## src/itoa_pkg.sv

```systemverilog
// Shared types, constants and the digit-to-character function of the integer-to-text block.
`default_nettype none
package itoa_pkg;

  localparam int VALUE_WIDTH_DEFAULT = 32;
  localparam int RADIX_WIDTH         = 6;
  localparam int CHAR_WIDTH          = 7;

  localparam logic [RADIX_WIDTH-1:0] RADIX_RESET = 6'd10;
  localparam logic [RADIX_WIDTH-1:0] RADIX_MIN   = 6'd2;
  localparam logic [RADIX_WIDTH-1:0] RADIX_MAX   = 6'd36;
  localparam logic [RADIX_WIDTH-1:0] RADIX_DEC   = 6'd10;

  localparam logic [CHAR_WIDTH-1:0] ASCII_MINUS  = 7'h2D;
  localparam logic [CHAR_WIDTH-1:0] ASCII_ZERO   = 7'h30;
  localparam logic [CHAR_WIDTH-1:0] ASCII_ALPHA  = 7'h37;  // 'A' less ten
  localparam logic [CHAR_WIDTH-1:0] ASCII_Z      = 7'h5A;

  typedef enum logic [2:0] {
    ST_IDLE,
    ST_START,
    ST_WAIT,
    ST_SIGN,
    ST_READ,
    ST_PUT
  } state_t;

  // Digits 0-9 map to '0'-'9', 10-35 to 'A'-'Z'; anything larger saturates to 'Z'.
  function automatic logic [CHAR_WIDTH-1:0] digit_char(input logic [RADIX_WIDTH-1:0] d);
    logic [CHAR_WIDTH-1:0] c;
    if (d < 6'd10) begin
      c = ASCII_ZERO + {1'b0, d};
    end else if (d < RADIX_MAX) begin
      c = ASCII_ALPHA + {1'b0, d};
    end else begin
      c = ASCII_Z;
    end
    return c;
  endfunction

endpackage
`default_nettype wire

```

## src/itoa_if.sv

```systemverilog
// Valid/ready channel interfaces for the integer input and the character output.
`default_nettype none
interface itoa_value_if #(parameter int W = 32);
  logic         valid;
  logic         ready;
  logic [W-1:0] value;
  modport source (output valid, output value, input ready);
  modport sink   (input valid, input value, output ready);
endinterface

interface itoa_char_if;
  logic       valid;
  logic       ready;
  logic [6:0] character;
  logic       last;
  modport source (output valid, output character, output last, input ready);
  modport sink   (input valid, input character, input last, output ready);
endinterface
`default_nettype wire

```

## src/itoa_div.sv

```systemverilog
// Restoring divider by a small radix, one quotient bit per cycle.
`default_nettype none
module itoa_div
  import itoa_pkg::*;
#(
  parameter int VALUE_WIDTH = VALUE_WIDTH_DEFAULT
) (
  input  wire logic                   clk,
  input  wire logic                   rst,
  input  wire logic                   start,
  input  wire logic [VALUE_WIDTH-1:0] dividend,
  input  wire logic [RADIX_WIDTH-1:0] divisor,
  output logic                        done,
  output logic [VALUE_WIDTH-1:0]      quotient,
  output logic [RADIX_WIDTH-1:0]      remainder
);

  localparam int CNT_W = $clog2(VALUE_WIDTH);

  logic                   busy;
  logic [CNT_W-1:0]       cnt;
  logic [VALUE_WIDTH-1:0] dvd;
  logic [RADIX_WIDTH-1:0] rem;
  logic [RADIX_WIDTH:0]   trial;
  logic [RADIX_WIDTH:0]   diff;
  logic                   take;

  // The partial remainder stays below the divisor, so six bits hold it.
  assign trial = {rem, dvd[VALUE_WIDTH-1]};
  assign take  = trial >= {1'b0, divisor};
  assign diff  = trial - {1'b0, divisor};

  always_ff @(posedge clk) begin
    if (rst) begin
      busy <= 1'b0;
      done <= 1'b0;
      cnt  <= '0;
    end else begin
      done <= 1'b0;
      if (start) begin
        busy <= 1'b1;
        cnt  <= CNT_W'(VALUE_WIDTH - 1);
      end else if (busy) begin
        cnt <= cnt - 1'b1;
        if (cnt == '0) begin
          busy <= 1'b0;
          done <= 1'b1;
        end
      end
    end
  end

  always_ff @(posedge clk) begin
    if (start) begin
      dvd <= dividend;
      rem <= '0;
    end else if (busy) begin
      dvd <= {dvd[VALUE_WIDTH-2:0], take};
      rem <= take ? diff[RADIX_WIDTH-1:0] : trial[RADIX_WIDTH-1:0];
    end
  end

  assign quotient  = dvd;
  assign remainder = rem;

endmodule
`default_nettype wire

```

## src/integer_to_ascii_radix.sv

```systemverilog
// Top level: converts an integer to ASCII text in a configurable radix (signed in radix ten only).
//
//   Channel   Role    Payload                 Transaction
//   number    sink    value [VALUE_WIDTH]     one integer to convert
//   text      source  character [7], last     one ASCII character
//   cfg       write   cfg_data [6]            radix register, written when cfg_write is high
//
// Each digit costs one pass of the shared divider; after the last division the block
// emits a minus sign if the number is negative, then one character per digit, and
// returns to idle to take the next number.
// The worst case at 32 bits is radix two, with 32 digits.
// Reset is synchronous and active high; it sets the radix to ten and clears the
// sequencer and the output valid. A stall on text simply holds the sequencer in the
// emit step; number is ready only when the sequencer is idle.
`default_nettype none
module integer_to_ascii_radix
  import itoa_pkg::*;
#(
  parameter int VALUE_WIDTH = VALUE_WIDTH_DEFAULT
) (
  input  wire logic                   clk,
  input  wire logic                   rst,
  input  wire logic                   cfg_write,
  input  wire logic [RADIX_WIDTH-1:0] cfg_data,
  itoa_value_if.sink                  number,
  itoa_char_if.source                 text
);

  localparam int IDX_W = $clog2(VALUE_WIDTH);
  localparam int CNT_W = $clog2(VALUE_WIDTH + 1);

  state_t state, state_next;

  logic [RADIX_WIDTH-1:0] radix;
  logic [RADIX_WIDTH-1:0] base;
  logic [RADIX_WIDTH-1:0] base_sat;
  logic                   negative_flag;
  logic [VALUE_WIDTH-1:0] remaining_quotient;
  logic [CNT_W-1:0]       digit_count;
  logic [CNT_W-1:0]       count_inc;
  logic [CNT_W-1:0]       count_dec;

  logic [RADIX_WIDTH-1:0] digit_store [VALUE_WIDTH];
  logic [RADIX_WIDTH-1:0] rd_digit;

  logic                   accept;
  logic                   div_start;
  logic                   div_done;
  logic [VALUE_WIDTH-1:0] div_quot;
  logic [RADIX_WIDTH-1:0] div_rem;
  logic                   out_free;
  logic                   load_sign;
  logic                   load_digit;

  logic                   text_valid;
  logic [CHAR_WIDTH-1:0]  text_char;
  logic                   text_last;

  // Radix register; values outside two to thirty-six saturate at the ends.
  always_ff @(posedge clk) begin
    if (rst) begin
      radix <= RADIX_RESET;
    end else if (cfg_write) begin
      radix <= cfg_data;
    end
  end

  always_comb begin
    if (radix < RADIX_MIN) begin
      base_sat = RADIX_MIN;
    end else if (radix > RADIX_MAX) begin
      base_sat = RADIX_MAX;
    end else begin
      base_sat = radix;
    end
  end

  assign accept    = number.valid && number.ready;
  assign count_inc = digit_count + 1'b1;
  assign count_dec = digit_count - 1'b1;
  assign out_free  = !text_valid || text.ready;

  itoa_div #(.VALUE_WIDTH(VALUE_WIDTH)) u_div (
    .clk       (clk),
    .rst       (rst),
    .start     (div_start),
    .dividend  (remaining_quotient),
    .divisor   (base),
    .done      (div_done),
    .quotient  (div_quot),
    .remainder (div_rem)
  );

  always_ff @(posedge clk) begin
    if (rst) begin
      state <= ST_IDLE;
    end else begin
      state <= state_next;
    end
  end

  // Sequencer: divide repeatedly, storing digits least significant first, then emit
  // any minus sign and read the digits back from the top of the store.
  always_comb begin
    state_next   = state;
    number.ready = 1'b0;
    div_start    = 1'b0;
    load_sign    = 1'b0;
    load_digit   = 1'b0;
    case (state)
      ST_IDLE: begin
        number.ready = 1'b1;
        if (number.valid) begin
          state_next = ST_START;
        end
      end
      ST_START: begin
        div_start  = 1'b1;
        state_next = ST_WAIT;
      end
      ST_WAIT: begin
        if (div_done) begin
          if (div_quot != '0 && count_inc < CNT_W'(VALUE_WIDTH)) begin
            state_next = ST_START;
          end else if (negative_flag) begin
            state_next = ST_SIGN;
          end else begin
            state_next = ST_READ;
          end
        end
      end
      ST_SIGN: begin
        if (out_free) begin
          load_sign  = 1'b1;
          state_next = ST_READ;
        end
      end
      ST_READ: begin
        state_next = ST_PUT;
      end
      ST_PUT: begin
        if (out_free) begin
          load_digit = 1'b1;
          state_next = (digit_count == CNT_W'(1)) ? ST_IDLE : ST_READ;
        end
      end
      default: begin
        state_next = ST_IDLE;
      end
    endcase
  end

  // Working registers of the conversion.
  always_ff @(posedge clk) begin
    if (rst) begin
      negative_flag      <= 1'b0;
      remaining_quotient <= '0;
      digit_count        <= '0;
      base               <= RADIX_DEC;
    end else begin
      if (accept) begin
        base          <= base_sat;
        negative_flag <= (base_sat == RADIX_DEC) && number.value[VALUE_WIDTH-1];
        // The most negative value negates to itself, which read unsigned is its magnitude.
        if ((base_sat == RADIX_DEC) && number.value[VALUE_WIDTH-1]) begin
          remaining_quotient <= ~number.value + 1'b1;
        end else begin
          remaining_quotient <= number.value;
        end
        digit_count <= '0;
      end else if (state == ST_WAIT && div_done) begin
        remaining_quotient <= div_quot;
        digit_count        <= count_inc;
      end else if (load_digit) begin
        digit_count <= count_dec;
      end
    end
  end

  // Digit store, least significant digit at index zero.
  always_ff @(posedge clk) begin
    if (state == ST_WAIT && div_done) begin
      digit_store[digit_count[IDX_W-1:0]] <= div_rem;
    end
    rd_digit <= digit_store[count_dec[IDX_W-1:0]];
  end

  // Output register; it holds a character until the sink takes it.
  always_ff @(posedge clk) begin
    if (rst) begin
      text_valid <= 1'b0;
    end else if (load_sign || load_digit) begin
      text_valid <= 1'b1;
    end else if (text.ready) begin
      text_valid <= 1'b0;
    end
  end

  always_ff @(posedge clk) begin
    if (load_sign) begin
      text_char <= ASCII_MINUS;
      text_last <= 1'b0;
    end else if (load_digit) begin
      text_char <= digit_char(rd_digit);
      text_last <= (digit_count == CNT_W'(1));
    end
  end

  assign text.valid     = text_valid;
  assign text.character = text_char;
  assign text.last      = text_last;

endmodule
`default_nettype wire
```

## src/flat_wrapper.sv

```systemverilog
// flat-port wrapper written by rule: the top's interface ports become plain ports
module integer_to_ascii_radix_flat import itoa_pkg::*;
#(
  parameter int VALUE_WIDTH = VALUE_WIDTH_DEFAULT
)
  (clk, rst, cfg_write, cfg_data, number_valid, number_value, number_ready, text_valid, text_character, text_last, text_ready);
  itoa_value_if number_i ();
  itoa_char_if text_i ();
  input  wire logic clk;
  input  wire logic rst;
  input  wire logic cfg_write;
  input  wire logic [RADIX_WIDTH-1:0] cfg_data;
  input wire logic [$bits(number_i.valid)-1:0] number_valid;
  input wire logic [$bits(number_i.value)-1:0] number_value;
  output wire logic [$bits(number_i.ready)-1:0] number_ready;
  output wire logic [$bits(text_i.valid)-1:0] text_valid;
  output wire logic [$bits(text_i.character)-1:0] text_character;
  output wire logic [$bits(text_i.last)-1:0] text_last;
  input wire logic [$bits(text_i.ready)-1:0] text_ready;
  assign number_i.valid = number_valid;
  assign number_i.value = number_value;
  assign number_ready = number_i.ready;
  assign text_valid = text_i.valid;
  assign text_character = text_i.character;
  assign text_last = text_i.last;
  assign text_i.ready = text_ready;
  integer_to_ascii_radix #(.VALUE_WIDTH(VALUE_WIDTH)) u_core (.clk(clk), .rst(rst), .cfg_write(cfg_write), .cfg_data(cfg_data), .number(number_i), .text(text_i));
endmodule
```

## config.mk

```make
export PLATFORM = sky130hd
export DESIGN_NAME = integer_to_ascii_radix_flat
export DESIGN_NICKNAME = d
export VERILOG_FILES = /design/src/itoa_pkg.sv /design/src/itoa_if.sv /design/src/itoa_div.sv /design/src/integer_to_ascii_radix.sv /design/src/flat_wrapper.sv
export SDC_FILE = /design/constraint.sdc
export NUM_CORES = 1
export LEC_CHECK = 0
export BUFFER_PORTS_ARGS = -buffer_cell sky130_fd_sc_hd__buf_2
export CORE_MARGIN = 10
export CORE_UTILIZATION = 55
export CTS_CLUSTER_DIAMETER = 100
export DETAILED_ROUTE_END_ITERATION = 7
export PLACE_DENSITY_LB_ADDON = 0.2
export SETUP_SLACK_MARGIN = 0.05
export SLEW_MARGIN = 10
export SYNTH_ARGS = -nofsm -noshare
export SYNTH_HDL_FRONTEND = slang
export SYNTH_SLANG_ARGS = --single-unit
```

## constraint.sdc

```tcl
create_clock -name clk -period 3.2 [get_ports clk]
set_input_delay 0.32 -clock clk [delete_from_list [all_inputs] [get_ports clk]]
set_output_delay 0.32 -clock clk [all_outputs]
set_load 0.005 [all_outputs]
```

After elaboration in Yosys (flattened, before gate mapping)
Memories as Yosys holds them, arrays and structs flattened. A register that Yosys moved wholly into a read port is not among the register bits.
Cells that the tools add are included.
W data, S select, Z words.

storage, ports and cells
  register bits = 108
  bits in writable memories = 192
  input bits = 43
  output and inout bits = 10
  word-level logic and storage cells = 93
  memories kept = 1

memory list
  memory              words  width  read ports  clocked after memory_dff  write ports  line                          text
  u_core.digit_store  32     6      1           1                         1            integer_to_ascii_radix.sv:43  logic [RADIX_WIDTH-1:0] digit_store [VALUE_WIDTH];

cells by class
  add/subtract/negate cells = 7
  order comparisons = 6
  equality and inequality tests = 11
  multiplexer cells = 35
  bitwise logic cells = 2
  reductions and logical operators = 17

operator list
  kind                     count
  $mux W32                 5
  $add A32 B1 Y32 const B  1
  $not A32 Y32             1
  $reduce_bool A32 Y1      1
  $mux W6                  5
  $mux W3                  7
  $pmux W3 S6              1
  $add A6 B6 Y7 const A    2
  $mux W7                  2
  $mux W1                  13
  $lt A6 B6 Y1 const B     2
  $mux W5                  2
  $reduce_bool A2 Y1       4
  $ge A7 B6 Y1             1
  $add A6 B1 Y6 const B    1
  $eq A3 B2 Y1 const B     2
  $eq A3 B3 Y1 const B     2
  $eq A6 B1 Y1 const B     1
  $eq A6 B4 Y1 const B     1
  $gt A6 B6 Y1 const B     1
  $lt A6 B2 Y1 const B     1
  $lt A6 B4 Y1 const B     1
  $sub A6 B1 Y6 const B    1
  $sub A6 B6 Y6            1
  13 further kinds         19

Depth between registers and ports, before layout
Gate-level depths: netlist of the first run.

  depth after elaboration = 7
  gate-level depth with buffers = 10
  gate-level depth less buffers = 8

By module
From an unflattened synthesis of the first run, not the netlist that was laid out.

unflattened totals
  cells, all modules = 1008
  area, all modules = 13758.2 sq um

by module, submodules not included
  module                  instances  cells an instance  area an instance (sq um)  sequential area each (sq um)
  integer_to_ascii_radix  1          832                11529.8                   7146.9
  itoa_div                1          176                2228.4                    1221.2

Worst setup path before layout of the first run
OpenSTA, ideal clock, no wires.

  kind = flip-flop to flip-flop
  start point = reg u_core.digit_count[0]
  end point = reg u_core.rd_digit[3], read port of u_core.digit_store
  library setup time = 0.115 ns
  arrival = 2.765 ns
  required time = 3.085 ns
  setup slack = 0.320 ns
  stages on the path, launching flop included = 11
  path buffers = 4
  period minus slack after synthesis = 2.880 ns
  cell sequence = dfxtp_1 > buf_2 > buf_1 > inv_1 > ha_1 > clkbuf_1 > clkbuf_1 > mux4_2 > mux2_2 > o22ai_1 > nor2_1

between the ends
  word-level cells in the longest chain between the ends = 1

RTL lines
  item                    line                           text
  from (decl)             integer_to_ascii_radix.sv:39   logic [CNT_W-1:0] digit_count;
  from (signal assigned)  integer_to_ascii_radix.sv:173  digit_count <= count_inc;
  from (signal assigned)  integer_to_ascii_radix.sv:175  digit_count <= count_dec;
  $sub A6 B1 Y6           integer_to_ascii_radix.sv:80   assign count_dec = digit_count - 1'b1;
  to (decl)               integer_to_ascii_radix.sv:44   logic [RADIX_WIDTH-1:0] rd_digit;

Every way passes these cells.
A chain may end at the register's enable or synchronous reset.

Worst setup path in the final report of the first run
  start point = reg u_core.state[1]
  end point = mem u_core.digit_store[7][4], enable pin

between the ends
  word-level cells in the longest chain between the ends = 4

RTL lines
  item                           line                           text
  from (decl)                    integer_to_ascii_radix.sv:32   state_t state, state_next;
  from (signal assigned)         integer_to_ascii_radix.sv:98   state <= state_next;
  $eq A3 B2 Y1                   integer_to_ascii_radix.sv:182  if (state == ST_WAIT && div_done) begin
  $logic_and A1 B1 Y1            integer_to_ascii_radix.sv:182
  $mux W1                        integer_to_ascii_radix.sv:182
  $mux W1 (implied by the code)  integer_to_ascii_radix.sv:183  digit_store[digit_count[IDX_W-1:0]] <= div_rem;
  to (decl)                      integer_to_ascii_radix.sv:43

Every way passes these cells.

==> flow_metrics.env, run 1 <==
export IMPL_status="finished clean"
export IMPL_num_rows=57
export IMPL_grt_max_degree=48
export IMPL_cp_max_fo=11
export IMPL_avgRoutedWirePerCell_um=20.9
export IMPL_antenna_cells=0
export IMPL_finalInstanceArea_um2=15400
export IMPL_syn2layout_area_growth_pct=13.4
export IMPL_power_share_clock_pct=35.9
export IMPL_drc=0
export IMPL_tns_ps=0
export IMPL_path_cells="nor4bb_4, nand2_1, nor2_1"
export IMPL_synth_area_um2=13600
export IMPL_synth_area_leaders="edfxtp_1 49%, dfxtp_1 12%, mux4_2 7.9%"
export IMPL_synth_seq_cells=306
export IMPL_core_um2=24300
export IMPL_grt_total_usage_pct=19.2
export IMPL_swShare_pct=26.7
export IMPL_drv_cap=0
export IMPL_place_congestion=0.889
export IMPL_worstSetupPathType="register to register"
export IMPL_required_ps=3380
export IMPL_seq_area_frac_synth_pct=61.4
export IMPL_io_buffers=52
export IMPL_setup_viol=0
export IMPL_dr_pass1_iters=7
export IMPL_routed_wl_um=30500
export IMPL_worst_setup_path_start_kind="register"
export IMPL_synth_edf_count=224
export IMPL_final_nets=1173
export IMPL_synthCells=1058
export IMPL_synthTopCellsByCount="224 x edfxtp_1, 150 x nand2_1, 82 x dfxtp_1"
export IMPL_grt_pass1_vias=8525
export IMPL_skew_ps=10.6
export IMPL_place_area_um2=14300
export IMPL_clk_pin_slew_worst_paths_ps=60
export IMPL_clkLatencyLatePin_ps=540
export IMPL_post_synth_top_count_cell="edfxtp_1"
export IMPL_dr_total_vias=8740
export IMPL_synth_top_area_share_pct=49.4
export IMPL_antenna_found_initial=0
export IMPL_worstPathArrival_ps=2820
export IMPL_ctsHtreeMaxLevel=1
export IMPL_grt_overflow=0
export IMPL_seqCellArea_um2=8370
export IMPL_critPathMaxStageDelay_ps=630
export IMPL_die_x_um=177
export IMPL_p_per_area_nw_per_um2=718
export IMPL_cts_tree="yes"
export IMPL_start_util_pct=56.0
export IMPL_fill_cells=1827
export IMPL_rsz0062_at_grt="no"
export IMPL_critPathSlowestCell="nor4bb_4"
export IMPL_die_y_um=177
export IMPL_ios=53
export IMPL_seqPwrFrac_pct=47.0
export IMPL_slew_viol_final=0
export IMPL_hp_class="primary input to register"
export IMPL_dp_hpwl_um=20100
export IMPL_end_kind="register"
export IMPL_power_leakage_nw=5.38
export IMPL_p_int_mw=8.14
export IMPL_tightest_slew_ps=847
export IMPL_syn_num_nets=1121
export IMPL_grt_pass1_wl_um=48200
export IMPL_min_period_ps=2640
export IMPL_cts_buffers=31
export IMPL_async_flop_share_pct=0
export IMPL_yosysWarnings=0
export IMPL_fmax_mhz=378
export IMPL_hold_ws_ps=13.6
export IMPL_avgViaCountPerCell=5.99
export IMPL_hold_viol_final=0
export IMPL_die_area_um2=31500
export IMPL_ys_flop_type="edfxtp_1"
export IMPL_synth_cell_type_count=62
export IMPL_drive_gt1_share_pct=18.4
export IMPL_max_vdd_ir_drop_uv=475
export IMPL_power_frac_comb_pct=17.0
export IMPL_clock_sinks=306
export IMPL_cts_path_max_buffers=3
export IMPL_cts_root_buf="clkbuf_16"
export IMPL_ant_nets=0
export IMPL_syn_avg_cell_area_um2=12.9
export IMPL_slew_limit_headroom_pct=43.5
export IMPL_synth_top_area_cell="edfxtp_1"
export IMPL_cts_resized=0
export IMPL_post_route_period_util_pct=82.6
export IMPL_multi_input_area_um2=4950
export IMPL_drtIter0Drc=739
export IMPL_power_switching_mw=2.96
[area by class of cell]
type / instances / share of cell area [%]
Clock buffer: 42 / 5.55
Clock inverter: 15 / 1.83
Inverter: 28 / 0.680
Multi-Input combinational cell: 664 / 32.0
Sequential cell: 306 / 54.2
Tap cell: 324 / 2.62
Timing Repair Buffer: 79 / 3.11
[kinds of logic (layout without fill, tap and decap cells)]
group                      count (synthesis)  count (layout)  share of synthesized area, %
AOI/OAI and AO/OA                        170             170                          8.06
xor gates and xnor gates                  42              42                          2.70
adders and majority gates                 21              21                          1.96
buffers and inverters                     88             164                          2.52
DFF                                      306             306                          61.4
muxes                                    101             101                          12.0
and+or+nand+nor                          330             330                          11.4
[power by group through the flow]
stage / logic [mW] / clock network (mW) / registers [mW]
after floorplan: 1.15 / 0 / 5.34
after global placement: 1.84 / 0 / 5.29
after detailed placement: 1.90 / 0 / 5.30
after CTS: 1.91 / 4.04 / 5.21
after global routing: 2.11 / 4.20 / 5.26
final: 1.89 / 3.98 / 5.22
[layout by cell type (no fill, tap or decap), types with 28 or more instances in the layout]
cell	n
a21oi_1	54
buf_2	52
clkbuf_16	31
dfxtp_1	81
edfxtp_1	224
inv_1	28
mux2i_1	37
mux4_2	48
nand2_1	150
nor2_1	71
[worst paths after layout]
path	startpoint	to	slack (ps)	cells after the start
setup reg to reg	u_core.state[1]	u_core.digit_store[7][4]	560	3
hold / removal	cfg_data[5]	u_core.radix[5]	10	3
hold reg to reg	u_core.base[5]	u_core.base[5]	460	2
setup / recovery	u_core.state[1]	u_core.digit_store[7][4]	560	3
[worst max-delay path: cells and delay by family (launching register included)]
family / cells / cell delay [ps]
simple gates: 3 / 1750
flops: 1 / 520
[sequential cells by signal (all words and copies together), names as in the netlist]
register / flops
u_core.negative_flag: 1
u_core.digit_count: 6
u_core.text.last: 1
u_core.u_div.busy: 1
u_core.u_div.remainder: 6
u_core.u_div.done: 1
u_core.text.valid: 1
u_core.u_div.quotient: 32
u_core.digit_store: 192
u_core.base: 6
u_core.text.character: 7
u_core.u_div.cnt: 5
u_core.state: 3
u_core.remaining_quotient: 32
u_core.radix: 6
u_core.rd_digit: 6
[per-layer routing]
layer	up-vias	wire, um	global-route usage (%)
met3	38	1730	2.72
met1	4326	13500	27.3
met2	271	14800	31.0
met4	0	417	3.92
met5	-	0	0
li1	4105	-	-
[per-stage QoR]
step	instances	utilization (%)	setup WS, ps	power, mW
6_report	1458	63.5	556	11.1
5_1_grt	1458	63.5	333	11.6
4_1_cts	1458	63.5	594	11.2
3_5_place_dp	1399	58.8	551	7.19
3_3_place_gp	1399	58.8	662	7.14
2_1_floorplan	1058	-	320	6.49
[what timing repair did]
action                                 in CTS  in global routing
hold buffers                                2                  0
buffers inserted                            0                  0
endpoints found under the hold margin       2                  0
Power figures use the tool's default switching activity.
==> run 2, diff against run 1 <==
--- a/config.mk
+++ b/config.mk
@@ -5,6 +5,7 @@
 export SDC_FILE = /design/constraint.sdc
 export NUM_CORES = 1
 export LEC_CHECK = 0
+export ABC_AREA = 1
 export BUFFER_PORTS_ARGS = -buffer_cell sky130_fd_sc_hd__buf_2
 export CORE_MARGIN = 10
 export CORE_UTILIZATION = 55
==> constraint.sdc (replaced) <==
create_clock -name clk -period 2.4 [get_ports clk]
set_input_delay 0.24 -clock clk [delete_from_list [all_inputs] [get_ports clk]]
set_output_delay 0.24 -clock clk [all_outputs]
set_load 0.005 [all_outputs]
==> run 2 against run 1 <==
  * Largest power group unchanged
  * Worst setup slack lost 350 ps
  * Clock skew is 19 ps higher
  * Sequential power increased by 26%
  * Power rose by 25%
  * Via count up 33%
  * Critical path type is now primary input to register
  * Clock power grew 25%
  * Critical endpoint is now u_core.radix[3]
  * Synthesized area up 7.3%
  * Sequential share of layout area decreased by 3.7 points
  * Final cell count up 37%
  * Critical path depth increased by 4
  * Sequential cell count unchanged
  * Global-route usage is 2.9 points higher
==> flow_metrics.env, run 2 <==
export IMPL_status="finished clean"
export IMPL_worstSetupPathType="primary input to register"
export IMPL_crit_top_cell="dlygate4sd3_1"
export IMPL_die_x_um=183
export IMPL_syn2layout_area_growth_pct=13.3
export IMPL_largest_register_ffs=192
export IMPL_postCtsSetupBuffers=0
export IMPL_hold_ws_ps=72.4
export IMPL_slew_viol_final=0
export IMPL_multi_input_area_um2=5380
export IMPL_clk_pin_slew_worst_paths_ps=60
export IMPL_path_cells="dlygate4sd3_1, buf_2, buf_6, a21oi_1, dlygate4sd3_1, o21ai_0, dlygate4sd3_1"
export IMPL_hold_viol_final=0
export IMPL_cts_root_buf="clkbuf_16"
export IMPL_cp_max_fo=31
export IMPL_seqCellArea_um2=8370
export IMPL_ant_nets=0
export IMPL_dr_total_vias=11614
export IMPL_worstPathArrival_ps=2690
export IMPL_antenna_found_initial=0
export IMPL_synth_top_area_share_pct=46.0
export IMPL_syn_num_nets=1624
export IMPL_p_per_area_nw_per_um2=833
export IMPL_synth_edf_count=224
export IMPL_clkLatencyLatePin_ps=580
export IMPL_power_leakage_nw=6.31
export IMPL_end_kind="register"
export IMPL_crit_buf_inv=5
export IMPL_avgRoutedWirePerCell_um=18.7
export IMPL_synth_seq_cells=306
export IMPL_synth_cell_type_count=51
export IMPL_core_um2=26100
export IMPL_cts_buffers=31
export IMPL_grt_total_usage_pct=22.1
export IMPL_die_area_um2=33500
export IMPL_total_power_mw=13.8
export IMPL_ys_flop_type="edfxtp_1"
export IMPL_place_area_um2=15400
export IMPL_synthCells=1561
export IMPL_clock_sinks=306
export IMPL_place_congestion=0.953
export IMPL_dr_pass1_iters=6
export IMPL_skew_ps=29.4
export IMPL_ctsHtreeMaxLevel=1
export IMPL_synth_top_area_cell="edfxtp_1"
export IMPL_antenna_cells=0
export IMPL_grt_overflow=0
export IMPL_tightest_slew_ps=623
export IMPL_start_util_pct=56.0
export IMPL_num_rows=59
export IMPL_cts_path_max_buffers=3
export IMPL_fill_cells=2161
export IMPL_rsz0062_at_grt="no"
export IMPL_grt_pass1_wl_um=60400
export IMPL_io_buffers=52
export IMPL_dp_hpwl_um=25300
export IMPL_drive_gt1_share_pct=14.1
export IMPL_synthTopCellsByCount="269 x nand2_1, 224 x edfxtp_1, 219 x nor2_1"
export IMPL_worst_setup_path_start_kind="primary input"
export IMPL_synth_area_leaders="edfxtp_1 46%, dfxtp_1 11%, nand2_1 6.9%"
export IMPL_critPathSlowestCell="dlygate4sd3_1"
export IMPL_mostFrequentLayoutCell="nand2_1"
export IMPL_drv_cap=0
export IMPL_required_ps=2900
export IMPL_final_util_pct=63.4
export IMPL_setup_viol=0
export IMPL_slew_limit_headroom_pct=58.4
export IMPL_grt_max_degree=67
export IMPL_seq_area_frac_synth_pct=57.2
export IMPL_critPathMaxStageDelay_ps=560
export IMPL_post_synth_top_count_cell="nand2_1"
export IMPL_die_y_um=183
export IMPL_synth_area_um2=14600
export IMPL_tns_ps=0
export IMPL_drtIter0Drc=1040
export IMPL_hp_class="primary input to register"
export IMPL_max_vdd_ir_drop_uv=595
export IMPL_finalInstanceArea_um2=16600
export IMPL_min_period_ps=2190
export IMPL_final_nets=1701
export IMPL_layout_common_cells="269 x nand2_1, 224 x edfxtp_1, 219 x nor2_1, 190 x o21ai_0, 116 x inv_1"
export IMPL_routed_wl_um=37400
export IMPL_post_route_period_util_pct=91.4
export IMPL_fmax_mhz=456
export IMPL_drc=0
export IMPL_grt_pass1_vias=11309
export IMPL_yosysWarnings=0
export IMPL_cts_tree="yes"
export IMPL_ios=53
export IMPL_syn_avg_cell_area_um2=9.37
export IMPL_avgViaCountPerCell=5.81
export IMPL_path_delay_family="buffers and inverters"
export IMPL_async_flop_share_pct=0
[run 2: changes by cell type after synthesis, moves of 37 or more]
cell / change
o21ai_0: +167
nor2_1: +148
nand2_1: +119
inv_1: +88
nand3_1: +82
mux4_2: -48
mux2i_1: -37
[run 2: logic make-up after synthesis]
| family | Yosys count | synth area share [%] |
|---|---|---|
| simple gates | 638 | 18.4 |
| compound gates | 366 | 14.9 |
| flops | 306 | 57.2 |
| buf+inv | 207 | 6.02 |
| xor+xnor | 24 | 1.62 |
| fa+ha+maj | 20 | 1.76 |
[run 2: final cells by class]
type / instances / share of cell area, %
clock buffers: 33 / 4.72
clock inverters: 25 / 1.68
inverters: 129 / 2.95
multi-input cells: 1048 / 32.5
flip-flops and latches: 306 / 50.5
well taps: 335 / 2.53
repair buffers: 122 / 5.16
[run 2: power by group]
part           leakage, nW  internal, mW  total (mW)  switching [mW]
sequential            2.76          6.39        6.58           0.199
clock                0.511          2.92        4.99            2.07
combinational         3.04         0.678        2.24            1.56
[run 2: worst paths after layout]
kind         cells after the start                      from  slack (ps)                        to
min                              3                 cfg_write          70           u_core.radix[0]
max                              7                       rst         210           u_core.radix[3]
min reg2reg                      2  u_core.text.character[2]         460  u_core.text.character[2]
max reg2reg                      4     u_core.digit_count[0]         250  u_core.digit_store[5][5]
[run 2: stage by stage]
| step | setup WS [ps] | std cells |
|---|---|---|
| final | 207 | 1998 |
| after global routing | 76.0 | 1998 |
| after CTS | 153 | 1998 |
| after detailed placement | 233 | 1929 |
| after global placement | 329 | 1929 |
| after floorplan | 96.0 | 1561 |
[run 2: timing repair]
action,CTS,global route
hold buffers,11,0
endpoints found under the setup margin,0,5
gates resized for setup,0,3
endpoints found under the hold margin,14,0
[run 2: worst reg2reg max path, stage by stage, from the launching register on]
cell and delay [ps]:
dfxtp_2 360, buf_4 360, ha_1 230, nand2_1 290
nor2_1 540
[run 2: per-layer routing]
| metal | vias to the layer above | GRT usage [%] | part of all wire [%] |
|---|---|---|---|
| met5 | - | 0 | 0 |
| met4 | 0 | 7.38 | 3.2 |
| met3 | 76 | 2.85 | 5.8 |
| met2 | 416 | 37.8 | 49 |
| met1 | 5559 | 28.6 | 42 |
| li1 | 5563 | - | - |
